==> src/rtl/acss_pkg.sv <==
package acss_pkg;

    localparam int MAX_CHAIN   = 16;
    localparam int SAMPLE_BITS = 10;
    localparam int CHAN_W      = 4;
    localparam int POS_W       = 5;
    localparam int TICK_W      = 16;
    localparam int CFG_DATA_W  = 64;
    localparam int CFG_IDX_W   = 2;

    // event codes carried in the mode field
    localparam logic [1:0] MODE_START_SINGLE = 2'd0;
    localparam logic [1:0] MODE_START_CHAIN  = 2'd1;
    localparam logic [1:0] MODE_CONV_DONE    = 2'd2;
    localparam logic [1:0] MODE_TICK         = 2'd3;

    // status codes
    localparam logic [1:0] STATUS_OK       = 2'd0;
    localparam logic [1:0] STATUS_BUSY     = 2'd1;
    localparam logic [1:0] STATUS_TIMEOUT  = 2'd2;

    // configuration register indexes
    localparam logic [CFG_IDX_W-1:0] REG_CHAIN_CHANNELS  = 2'd0;
    localparam logic [CFG_IDX_W-1:0] REG_CHAIN_LENGTH    = 2'd1;
    localparam logic [CFG_IDX_W-1:0] REG_RESOLUTION_MODE = 2'd2;
    localparam logic [CFG_IDX_W-1:0] REG_TIMEOUT_LIMIT   = 2'd3;

    localparam logic [CFG_DATA_W-1:0] CHAIN_CHANNELS_RST  = '0;
    localparam logic [POS_W-1:0]      CHAIN_LENGTH_RST    = 5'd1;
    localparam logic                  RESOLUTION_MODE_RST = 1'b1;
    localparam logic [TICK_W-1:0]     TIMEOUT_LIMIT_RST   = 16'd50000;

    typedef enum logic [1:0] {
        KIND_NONE   = 2'd0,
        KIND_SINGLE = 2'd1,
        KIND_CHAIN  = 2'd2
    } run_kind_t;

    typedef struct packed {
        logic [1:0]             mode;
        logic [CHAN_W-1:0]      channel;
        logic                   timed;
        logic [SAMPLE_BITS-1:0] sample;
    } item_t;

    typedef struct packed {
        logic [1:0]             status;
        logic                   start_request;
        logic [CHAN_W-1:0]      convert_channel;
        logic                   result_valid;
        logic [SAMPLE_BITS-1:0] result_value;
        logic [CHAN_W-1:0]      result_index;
        logic                   last;
        logic                   busy_res;
    } result_t;

endpackage

==> src/rtl/adc_channel_scan_sequencer.sv <==
// Scan sequencer for an analog converter: takes start, conversion-done and tick
// events, one beat per cycle, and answers each with exactly one result beat
// carrying the converter start request, the delivered sample with its chain
// position, the last flag, status and busy. Every event is decided in the
// cycle it is accepted, from the run state registers, so events may follow
// back to back at one per cycle; the answer is registered in the output
// register or the skid register. A two-entry output buffer (output register
// plus skid register) lets the input keep flowing while a result waits, so
// input stall rises only once both entries are full. Configuration writes
// take effect at once and are meant to be made while the block is idle.
module adc_channel_scan_sequencer
    import acss_pkg::*;
(
    input  logic                  clk,
    input  logic                  rst_n,
    // event input channel
    input  logic                  item_valid,
    output logic                  item_stall,
    input  item_t                 item,
    // result output channel
    output logic                  res_valid,
    input  logic                  res_stall,
    output result_t               res,
    // configuration write port
    input  logic                  cfg_write_en,
    input  logic [CFG_IDX_W-1:0]  cfg_index,
    input  logic [CFG_DATA_W-1:0] cfg_data
);

    // configuration registers
    logic [CFG_DATA_W-1:0]  chain_channels_reg;
    logic [POS_W-1:0]       chain_length_reg;
    logic                   resolution_mode_reg;
    logic [TICK_W-1:0]      timeout_limit_reg;

    // run state
    logic                   busy_reg, busy_next;
    run_kind_t              run_kind_reg, run_kind_next;
    logic [POS_W-1:0]       chain_pos_reg, chain_pos_next;
    logic [TICK_W-1:0]      wait_ticks_reg, wait_ticks_next;
    logic                   timed_run_reg, timed_run_next;

    // output buffer
    logic                   out_valid_reg, out_valid_next;
    logic                   skid_valid_reg, skid_valid_next;
    result_t                out_reg, out_next;
    result_t                skid_reg, skid_next;

    logic                   item_accept;
    logic                   out_take;
    result_t                result;

    logic [POS_W-1:0]       eff_length;
    logic [TICK_W-1:0]      eff_limit;
    logic [POS_W-1:0]       pos_inc;
    logic [TICK_W-1:0]      ticks_inc;
    logic [CHAN_W-1:0]      list_chan0;
    logic [CHAN_W-1:0]      list_chan_inc;
    logic [SAMPLE_BITS-1:0] shaped;

    // handshake: stall only when the skid entry is taken
    assign item_stall  = skid_valid_reg;
    assign item_accept = item_valid && !skid_valid_reg;
    assign out_take    = out_valid_reg && !res_stall;
    assign res_valid   = out_valid_reg;
    assign res         = out_reg;

    // chain length clamped to 1..MAX_CHAIN, time-out limit of zero acts as one
    always_comb
    begin
        if (chain_length_reg == '0)
            eff_length = POS_W'(1);
        else if (chain_length_reg > POS_W'(MAX_CHAIN))
            eff_length = POS_W'(MAX_CHAIN);
        else
            eff_length = chain_length_reg;
    end

    assign eff_limit = (timeout_limit_reg == '0) ? TICK_W'(1) : timeout_limit_reg;
    assign pos_inc   = chain_pos_reg + POS_W'(1);
    assign ticks_inc = wait_ticks_reg + TICK_W'(1);

    // channel list lookups: entry 0 for a chain start, next entry on each done
    assign list_chan0    = chain_channels_reg[CHAN_W-1:0];
    assign list_chan_inc = chain_channels_reg[{pos_inc[CHAN_W-1:0], 2'b00} +: CHAN_W];

    // eight-bit mode keeps the top 8 bits of the sample
    assign shaped = resolution_mode_reg ? item.sample
                  : SAMPLE_BITS'(item.sample >> (SAMPLE_BITS - 8));

    // event decode: result beat and next run state
    always_comb
    begin
        result          = '0;
        busy_next       = busy_reg;
        run_kind_next   = run_kind_reg;
        chain_pos_next  = chain_pos_reg;
        wait_ticks_next = wait_ticks_reg;
        timed_run_next  = timed_run_reg;

        case (item.mode)
            MODE_START_SINGLE, MODE_START_CHAIN:
            begin
                if (busy_reg)
                begin
                    result.status = STATUS_BUSY;
                end
                else
                begin
                    busy_next            = 1'b1;
                    wait_ticks_next      = '0;
                    chain_pos_next       = '0;
                    result.start_request = 1'b1;
                    if (item.mode == MODE_START_SINGLE)
                    begin
                        run_kind_next          = KIND_SINGLE;
                        timed_run_next         = item.timed;
                        result.convert_channel = item.channel;
                    end
                    else
                    begin
                        run_kind_next          = KIND_CHAIN;
                        timed_run_next         = 1'b0;
                        result.convert_channel = list_chan0;
                    end
                end
            end
            MODE_CONV_DONE:
            begin
                if (busy_reg && run_kind_reg == KIND_SINGLE)
                begin
                    result.result_valid = 1'b1;
                    result.result_value = shaped;
                    result.last         = 1'b1;
                    busy_next           = 1'b0;
                    run_kind_next       = KIND_NONE;
                    chain_pos_next      = '0;
                    wait_ticks_next     = '0;
                    timed_run_next      = 1'b0;
                end
                else if (busy_reg && run_kind_reg == KIND_CHAIN)
                begin
                    result.result_valid = 1'b1;
                    result.result_value = shaped;
                    result.result_index = chain_pos_reg[CHAN_W-1:0];
                    if (pos_inc >= eff_length)
                    begin
                        // end of the chain run
                        result.last     = 1'b1;
                        busy_next       = 1'b0;
                        run_kind_next   = KIND_NONE;
                        chain_pos_next  = '0;
                        wait_ticks_next = '0;
                        timed_run_next  = 1'b0;
                    end
                    else
                    begin
                        chain_pos_next         = pos_inc;
                        result.start_request   = 1'b1;
                        result.convert_channel = list_chan_inc;
                    end
                end
            end
            MODE_TICK:
            begin
                if (busy_reg && run_kind_reg == KIND_SINGLE && timed_run_reg)
                begin
                    wait_ticks_next = ticks_inc;
                    if (ticks_inc >= eff_limit)
                    begin
                        result.status   = STATUS_TIMEOUT;
                        busy_next       = 1'b0;
                        run_kind_next   = KIND_NONE;
                        chain_pos_next  = '0;
                        wait_ticks_next = '0;
                        timed_run_next  = 1'b0;
                    end
                end
            end
            default:
            begin
                result = '0;
            end
        endcase

        result.busy_res = busy_next;
    end

    // output register plus skid entry
    always_comb
    begin
        out_valid_next  = out_valid_reg;
        skid_valid_next = skid_valid_reg;
        out_next        = out_reg;
        skid_next       = skid_reg;

        if (skid_valid_reg)
        begin
            // no beat is accepted while the skid entry is full
            if (out_take)
            begin
                out_next        = skid_reg;
                skid_valid_next = 1'b0;
            end
        end
        else if (!out_valid_reg || out_take)
        begin
            out_valid_next = item_accept;
            if (item_accept)
                out_next = result;
        end
        else if (item_accept)
        begin
            skid_valid_next = 1'b1;
            skid_next       = result;
        end
    end

    // control state and configuration
    always_ff @(posedge clk or negedge rst_n)
    begin
        if (!rst_n)
        begin
            chain_channels_reg  <= CHAIN_CHANNELS_RST;
            chain_length_reg    <= CHAIN_LENGTH_RST;
            resolution_mode_reg <= RESOLUTION_MODE_RST;
            timeout_limit_reg   <= TIMEOUT_LIMIT_RST;
            busy_reg            <= 1'b0;
            run_kind_reg        <= KIND_NONE;
            chain_pos_reg       <= '0;
            wait_ticks_reg      <= '0;
            timed_run_reg       <= 1'b0;
            out_valid_reg       <= 1'b0;
            skid_valid_reg      <= 1'b0;
        end
        else
        begin
            if (cfg_write_en)
            begin
                case (cfg_index)
                    REG_CHAIN_CHANNELS:  chain_channels_reg  <= cfg_data;
                    REG_CHAIN_LENGTH:    chain_length_reg    <= cfg_data[POS_W-1:0];
                    REG_RESOLUTION_MODE: resolution_mode_reg <= cfg_data[0];
                    REG_TIMEOUT_LIMIT:   timeout_limit_reg   <= cfg_data[TICK_W-1:0];
                    default:             chain_length_reg    <= chain_length_reg;
                endcase
            end
            if (item_accept)
            begin
                busy_reg       <= busy_next;
                run_kind_reg   <= run_kind_next;
                chain_pos_reg  <= chain_pos_next;
                wait_ticks_reg <= wait_ticks_next;
                timed_run_reg  <= timed_run_next;
            end
            out_valid_reg  <= out_valid_next;
            skid_valid_reg <= skid_valid_next;
        end
    end

    // result payload, no reset needed
    always_ff @(posedge clk)
    begin
        out_reg  <= out_next;
        skid_reg <= skid_next;
    end

`ifndef ASSERT_OFF
    // skid entry is only filled behind a waiting output beat
    a_skid_behind_out: assert property (@(posedge clk) disable iff (!rst_n)
        skid_valid_reg |-> out_valid_reg)
        else $error("skid entry full with empty output register");

    // idle means the whole run state is cleared
    a_idle_clean: assert property (@(posedge clk) disable iff (!rst_n)
        !busy_reg |-> (run_kind_reg == KIND_NONE && chain_pos_reg == '0
                       && wait_ticks_reg == '0 && !timed_run_reg))
        else $error("run state left behind while idle");

    // a running chain never points past its configured length
    a_chain_in_range: assert property (@(posedge clk) disable iff (!rst_n)
        (busy_reg && run_kind_reg == KIND_CHAIN) |-> (chain_pos_reg < eff_length))
        else $error("chain position beyond chain length");

    // timed waiting only belongs to a single conversion
    a_timed_single: assert property (@(posedge clk) disable iff (!rst_n)
        timed_run_reg |-> (busy_reg && run_kind_reg == KIND_SINGLE))
        else $error("timed flag set outside a single conversion");
`endif

endmodule
==> config.mk <==
export PLATFORM = sky130hd
export DESIGN_NAME = adc_channel_scan_sequencer
export DESIGN_NICKNAME = d
export VERILOG_FILES = /design/src/rtl/acss_pkg.sv /design/src/rtl/adc_channel_scan_sequencer.sv
export SDC_FILE = /design/constraint.sdc
export NUM_CORES = 1
export LEC_CHECK = 0
export ABC_AREA = 1
export BUFFER_PORTS_ARGS = -buffer_cell sky130_fd_sc_hd__buf_2
export CORE_MARGIN = 2
export CORE_UTILIZATION = 57
export DETAILED_ROUTE_END_ITERATION = 10
export PLACE_DENSITY = 0.79
export SYNTH_ARGS = -nofsm -noshare
export SYNTH_HDL_FRONTEND = slang
export SYNTH_SLANG_ARGS = --single-unit
export TNS_END_PERCENT = 100
==> constraint.sdc <==
create_clock -name clk -period 3.91 [get_ports clk]
set_input_delay 0.391 -clock clk [delete_from_list [all_inputs] [get_ports clk]]
set_output_delay 0.391 -clock clk [all_outputs]
set_load 0.02 [all_outputs]
==> results.tsv, run 1 <==
stage	metric	value	unit
layout	final instance area	9310	um2
yosys	top area cells in the synthesized netlist	dfrtp_1 (33%), edfxtp_1 (18%), nand2_1 (12%)	
critical_path	CP startpoint kind	flip-flop	
critical_path	crit end category	flip-flop	
global_route	initial antenna violation count	1	
global_route	pin count of the biggest net entering global routing	81	
clock_network	Hold-fix buffers, CTS	0	
floorplan	standard-cell rows	43	
drt	Antenna Nets Post-Route	0	
clock_network	CTS tree	done	
drt	routed len/inst	14.7	um
timing	Peak Freq	313	MHz
layout	Layout area overhead	15.7	%
critical_path	crit path max fanout	11	
power_and_ir_drop	pwr/cell area	609	nW/um2
clock_network	Max clock buf depth	2	
clock_network	clk sinks	161	
clock_network	Worst-path clk slew	0.06	ns
yosys	synthesized area per cell	9.19	um2
timing	slew margin rel.	35.1	%
place	RePlAce Congestion	0.901	
timing	Fin. Hold Viols	0	
hold_path	Worst Hold Class	in2async	
layout	share of cells above drive strength 1	23.5	%
place	placed inst area	8780	um2
yosys	Commonest cells post-synth	nand2_1 (254), dfrtp_1 (105), inv_1 (95), o21ai_0 (72)	
layout	nets@finish	1098	
drt	Via density	5.36	
timing	pins over their slew limit	0	
critical_path	Worst path max stage delay	0.49	ns
timing	Tmin final	3.20	ns
timing	final setup vio count	0	
yosys	most frequent cell after synthesis	nand2_1	
floorplan	Die Span Y	123	um
drt	vias	6334	
timing	final period utilization	81.7	%
global_route	global-route wire length before repair	28600	um
layout	max reg flops	64	
critical_path	CP required	4.25	ns
clock_network	root buffer cell	clkbuf_16	
yosys	post-synthesis sequential area ratio	53.2	%
critical_path	CP Class	reg2reg	
power_and_ir_drop	Static Leak	0.00452	uW
clock_network	clock buffer count from CTS	17	
yosys	Gate Count Post-Synth	876	
yosys	post-synth cell types	36	
drt	Initial DRC Count	467	
floorplan	Die X	123	um
critical_path	crit path max-delay cell type	dfrtp_1	
place	I/O Buffers	113	
floorplan	Die ar.	15100	um2
yosys	Post-synth ARST share	70.2	%
yosys	dominant cell type by area after synthesis	dfrtp_1	
power_and_ir_drop	Peak VDD IR	0.357	mV
critical_path	R2R setup slack	0.71	ns
timing	Layout Skew	0.00783	ns
timing	Slew @ Worst Pin	0.973	ns
clock_network	H-tree depth	4	
timing	total negative slack	0	ns
global_route	grt total ovfl	0	
critical_path	crit path DAT	3.53	ns
yosys	warning count from the yosys run	0	
clock_network	postcts setup bufs	0	
drt	DRT Pass-1 Iters	6	
floorplan	I/O pins	114	
job	total of max-cap violations	0	
yosys	Post-Synthesis Cell Area	8050	um2
place	post-DP HPWL	12300	um
yosys	post-synthesis net count	987	
floorplan	Core Box Area	13800	um2
run_status	status	complete, no violations	
critical_path	crit path cell chain	ha_1 > nand2_1 > nor2_1 > nand2_1 > nor3_1 > nand3_1 > xor2_1 > ha_1 > nand2_1 > o21ai_0 > nor2_1 > nand3_1 > inv_1 > nand2_2 > o21ai_0	
yosys	top cell type's share of synthesized area	32.6	%
global_route	GRT Overall Usage	24.4	%
global_route	vias in the first global route	6046	
yosys	Most used DFF post-synth	dfrtp_1	
critical_path	Critical Path Most Common Cell	nand2_1	
drt	DRC viols	0	
clock_network	Skew-Pair Late Insertion Delay	0.42	ns
timing	RSZ-0062 raised after global routing	false	
yosys	#FFs+latches synth	161	
drt	final wirelength	17400	um
floorplan	Initial Util	58.2	%
clock_network	post_cts resized	0	
yosys	Post-synth EDFFs	48	
-- layer usage --
metal  global-route usage, %  up-vias  routed length [um]  share of wire, %
li1                        -     3107                   -                 -
met1                    32.8     3006                7720                44
met2                    39.5      195                8310                48
met3                    5.30       26                1070               6.1
met4                    7.97        0                 269               1.5
met5                       0        -                   0                 0
-- metrics by stage --
stage               cells  total power [uW]  util (%)  hold WS [ns]  worst slack [ns]
detailed placement   1148              4200      63.5         0.474             0.800
CTS                  1180              5690      67.3         0.118             0.743
global route         1180              6020      67.3         0.145             0.385
global placement     1148              4130      63.5         0.472             0.908
finish               1181              5670      67.4        0.0826             0.714
floorplan             876              3650         -        0.0954              1.20
-- worst paths after layout --
| check | start | endpoint | depth (start not counted) |
|---|---|---|---|
| setup / recovery | wait_ticks_reg[0] | wait_ticks_reg[0] | 15 |
| hold / removal | rst_n | chain_channels_reg[6] | 1 |
| setup reg to reg | wait_ticks_reg[0] | wait_ticks_reg[0] | 15 |
| hold reg to reg | chain_channels_reg[12] | chain_channels_reg[12] | 2 |
| max in group asynchronous | rst_n | timeout_limit_reg[14] | 2 |
| min in group clk | cfg_data[26] | chain_channels_reg[26] | 2 |
-- layout by cell type (no fill, tap or decap), drive strengths merged, types with 3 or more instances in the layout --
| cell | n |
|---|---|
| nand3 | 40 |
| nor3 | 6 |
| o22ai | 10 |
| o31ai | 3 |
| nand2 | 257 |
| a21oi | 40 |
| mux2 | 48 |
| nand4 | 8 |
| nor2 | 49 |
| clkbuf | 23 |
| clkinvlp | 3 |
| nor4 | 5 |
| inv | 101 |
| o211ai | 4 |
| dfrtp | 105 |
| a22oi | 3 |
| edfxtp | 48 |
| o21ai | 73 |
| clkinv | 7 |
| xor2 | 11 |
| ha | 23 |
| dfstp | 8 |
| buf | 122 |
-- cell families (layout without fill, tap and decap cells) --
| family | after synthesis | count (layout) | synth area share [%] |
|---|---|---|---|
| xor gates and xnor gates | 11 | 11 | 1.20 |
| adders and majority gates | 23 | 23 | 3.58 |
| and+or+nand+nor | 367 | 367 | 19.0 |
| DFF | 161 | 161 | 53.2 |
| muxes | 48 | 48 | 6.72 |
| AOI/OAI and AO/OA | 134 | 134 | 9.78 |
| buffers and inverters | 132 | 256 | 6.59 |
| other | 0 | 1 | 0 |
-- worst max-delay path: cells and delay by family (launching register included) --
kind	cells	cell delay [ns]
simple gates	9	1.43
fa+ha+maj	2	0.57
flops	1	0.49
compound gates	2	0.29
xor+xnor	1	0.22
buf+inv	1	0.12
-- cell type report --
class | instances | area, um2
Fill cell | 1086 | 4510
Sequential cell | 161 | 4280
Multi-Input combinational cell | 583 | 3260
Timing Repair Buffer | 122 | 636
Clock buffer | 23 | 468
Inverter | 102 | 385
Tap cell | 180 | 225
Clock inverter | 9 | 60.1
Antenna cell | 1 | 2.50
-- where the power goes --
| group | leakage (uW) | switching (uW) | internal, uW |
|---|---|---|---|
| sequential | 0.00185 | 201 | 2150 |
| clock | 0.000253 | 644 | 843 |
| combinational | 0.00241 | 1210 | 617 |
| total | 0.00452 | 2060 | 3610 |
Note: power is estimated with default switching activity, not from simulation.
==> run 2, diff against run 1 <==
- ABC_AREA: 1 -> 0
- clock period: 3.91 -> 2.99 ns (I/O delays scaled with it)
==> run 2 against run 1 <==
- sequential power increased by 34%
- clock-buffer cell count fell by 6
- area after synthesis fell by 1.4%
- combinational power up 30%
- global-route usage rose by 1.1 points
- critical endpoint is now wait_ticks_reg[6]
==> results.tsv, run 2 <==
stage	metric	value	unit	change
yosys	synthesized area per cell	13.2	um2	+44%
yosys	Post-synth EDFFs	48		unchanged
critical_path	crit path cell chain	nand2_2 > nor4_4 > nand3_2 > xnor2_1 > ha_1 > a211oi_2 > o2111ai_2 > a21oi_4 > and3_4 > nand3_4 > o31ai_1		
critical_path	Worst path depth	11		-4
yosys	top area cells in the synthesized netlist	dfrtp_1 (33%), edfxtp_1 (18%), mux2_2 (13%)		
place	I/O Buffers	113		unchanged
place	post-DP HPWL	13000	um	+5.6%
layout	Finished Core Util	71.2	%	+3.8 points
yosys	Post-synth ARST share	70.2	%	unchanged
clock_network	Max clock buf depth	2		unchanged
layout	# fillers	917		-16%
critical_path	R2R setup slack	0.03	ns	-0.69 ns
layout	Layout area overhead	23.0	%	
place	placed inst area	8910	um2	+1.5%
layout	final instance area	9760	um2	+4.9%
layout	nets@finish	859		-22%
critical_path	Worst path max stage delay	0.41	ns	-0.08 ns
yosys	top cell type's share of synthesized area	33.1	%	+0.45 points
global_route	GRT Overall Usage	25.5	%	+1.1 points
drt	vias	5519		-13%
critical_path	crit end category	flip-flop		
global_route	initial antenna violation count	0		-1
clock_network	root buffer cell	clkbuf_16		
critical_path	crit path max-delay cell type	dfrtp_1		
run_status	status	complete, no violations		
layout	FF+latch area	4280	um2	about the same
drt	DRC viols	0		unchanged
yosys	post-synthesis sequential area ratio	53.9	%	+0.73 points
timing	total negative slack	0	ns	unchanged
yosys	dominant cell type by area after synthesis	dfrtp_1		
layout	max reg flops	64		unchanged
drt	Initial DRC Count	302		-35%
critical_path	CP startpoint kind	flip-flop		
layout	most frequent cells in the layout	buf_2 (112), dfrtp_1 (103), mux2_2 (94)		
critical_path	crit path max fanout	8		-3
critical_path	Reg2Reg Capture Point	wait_ticks_reg[6]		
job	total of max-cap violations	0		unchanged
drt	routed len/inst	19.4	um	+32%
clock_network	clock buffer count from CTS	17		unchanged
global_route	grt total ovfl	0		unchanged
timing	Fin. Hold Viols	0		unchanged
yosys	Post-Synthesis Cell Area	7940	um2	-1.4%
layout	multi-input gate area in the final layout	3680	um2	+13%
timing	slew margin rel.	45.0	%	+9.9 points
yosys	#FFs+latches synth	161		unchanged
critical_path	FF-to-FF Start	wait_ticks_reg[1]		
drt	DRT Pass-1 Iters	5		-1
global_route	global-route wire length before repair	28900	um	+1.1%
yosys	post-synthesis net count	713		-28%
timing	Slew @ Worst Pin	0.822	ns	-0.151 ns
timing	Layout Skew	0.00551	ns	-0.00232 ns
yosys	warning count from the yosys run	0		unchanged
yosys	Gate Count Post-Synth	602		-31%
critical_path	CP Capture Point	wait_ticks_reg[6]		
yosys	post-synth cell types	59		+64%
place	RePlAce Congestion	0.868		-3.6%
layout	antenna cell count	0		-1
floorplan	I/O pins	114		unchanged
critical_path	worst path bufs/invs	0		-1
floorplan	Core Box Area	13700	um2	-0.78%
drt	Antenna Nets Post-Route	0		unchanged
timing	pins over their slew limit	0		unchanged
critical_path	critical path's top delay family	simple AND/OR/NAND/NOR gates		
floorplan	Die Span Y	122	um	-0.66%
power_and_ir_drop	Peak VDD IR	0.465	mV	+30%
clock_network	Worst-path clk slew	0.06	ns	about the same
critical_path	CP Class	reg2reg		
yosys	most frequent cell after synthesis	dfrtp_1		
yosys	Commonest cells post-synth	dfrtp_1 (105), mux2_2 (94), edfxtp_1 (48), nand2_1 (40), inv_1 (25)		
clock_network	CTS tree	done		
floorplan	Die ar.	14900	um2	-1.3%
timing	final setup vio count	0		unchanged
timing	final period utilization	99.0	%	+17 points
global_route	pin count of the biggest net entering global routing	62		-23%
critical_path	FF-to-FF path depth	11		-4
drt	final wirelength	18300	um	+5.4%
clock_network	H-tree depth	4		unchanged
critical_path	crit path from	wait_ticks_reg[1]		
clock_network	Skew-Pair Late Insertion Delay	0.42	ns	about the same
timing	RSZ-0062 raised after global routing	true		
critical_path	CP required	3.31	ns	-0.94 ns
yosys	Most used DFF post-synth	dfrtp_1		
power_and_ir_drop	Static Leak	0.00431	uW	-4.6%
floorplan	Die X	122	um	-0.66%
global_route	vias in the first global route	5671		-6.2%
critical_path	crit path DAT	3.28	ns	-0.25 ns
floorplan	Initial Util	57.9	%	-0.34 points
drt	Via density	5.87		+9.4%
hold_path	Worst Hold Class	in2reg		
timing	Tmin final	2.96	ns	-0.235 ns
layout	share of cells above drive strength 1	44.4	%	+21 points
power_and_ir_drop	pwr/cell area	779	nW/um2	+28%
layout	most common cell after layout, fill and taps aside	buf_2		
timing	Peak Freq	338	MHz	+7.9%
clock_network	clk sinks	161		unchanged
floorplan	standard-cell rows	43		unchanged
==> run 2: worst reg2reg max path, cell delays in order (launching register included) <==
cell and delay, ns:
dfrtp_1 0.41, nand2_2 0.12, nor4_4 0.41, nand3_2 0.15, xnor2_1 0.16, ha_1 0.32
a211oi_2 0.28, o2111ai_2 0.17, a21oi_4 0.21, and3_4 0.24, nand3_4 0.14, o31ai_1 0.26
==> run 2: cell families after synthesis <==
group           after synthesis  synth area share, %
fa+ha+maj                    23                 3.62
xor+xnor                     16                 1.77
flops                       161                 53.9
simple gates                129                 8.15
mux                         130                 21.9
buf+inv                      55                 2.88
compound gates               88                 7.79
==> run 2: final cells by class <==
class	count	share of cell area, %
sequential	161	43.8
multi-input combinational	386	37.7
timing repair buffer	154	9.29
clock buffer	17	4.36
tap	180	2.31
clock inverter	15	1.42
inverter	28	1.08
==> run 2: what timing repair did <==
item / 4_1_cts / 5_1_grt
pin swaps: 1 / 19
hold buffers: 1 / 0
setup endpoints to repair: 24 / 29
setup buffers: 0 / 7
hold endpoints to repair: 53 / 0
gates cloned: 0 / 0
gates resized for setup: 10 / 35
==> run 2: per-layer routing <==
| layer | routed length (um) | global-route usage (%) | share of wire, % | vias to the layer above |
|---|---|---|---|---|
| met1 | 7420 | 32.8 | 41 | 2750 |
| met2 | 9360 | 42.6 | 51 | 181 |
| met5 | 0 | 0 | 0 | - |
| met4 | 497 | 9.70 | 2.7 | 0 |
| met3 | 1030 | 5.57 | 5.6 | 39 |
| li1 | - | - | - | 2549 |
==> run 2: power breakdown <==
part / total (uW) / internal, uW / switching (uW)
logic: 2370 / 1100 / 1280
clock network: 2080 / 1220 / 863
registers: 3140 / 2840 / 301
total: 7600 / 5160 / 2440
==> run 2: worst min path at each step <==
| stage | start | endpoint | slack [ns] | cells after the start |
|---|---|---|---|---|
| final | cfg_data[17] | chain_channels_reg[17] | 0.10 | 2 |
| after CTS | cfg_data[24] | chain_channels_reg[24] | 0.09 | 2 |
| after floorplan | rst_n | busy_reg | 0.003 | 0 |
| after global placement | rst_n | timeout_limit_reg[5] | 0.42 | 1 |
| after global routing | cfg_data[24] | chain_channels_reg[24] | 0.09 | 2 |
| after detailed placement | rst_n | timeout_limit_reg[5] | 0.43 | 1 |
==> run 2: through the flow <==
stage	cells	setup slack [ns]	power (uW)	hold slack, ns
floorplan	602	0.0249	4700	0.00341
detailed placement	901	-0.115	5470	0.432
global placement	901	0.00439	5350	0.423
CTS	934	0.000534	7570	0.0900
finish	941	0.0289	7600	0.103
global route	941	-0.0974	7970	0.0909
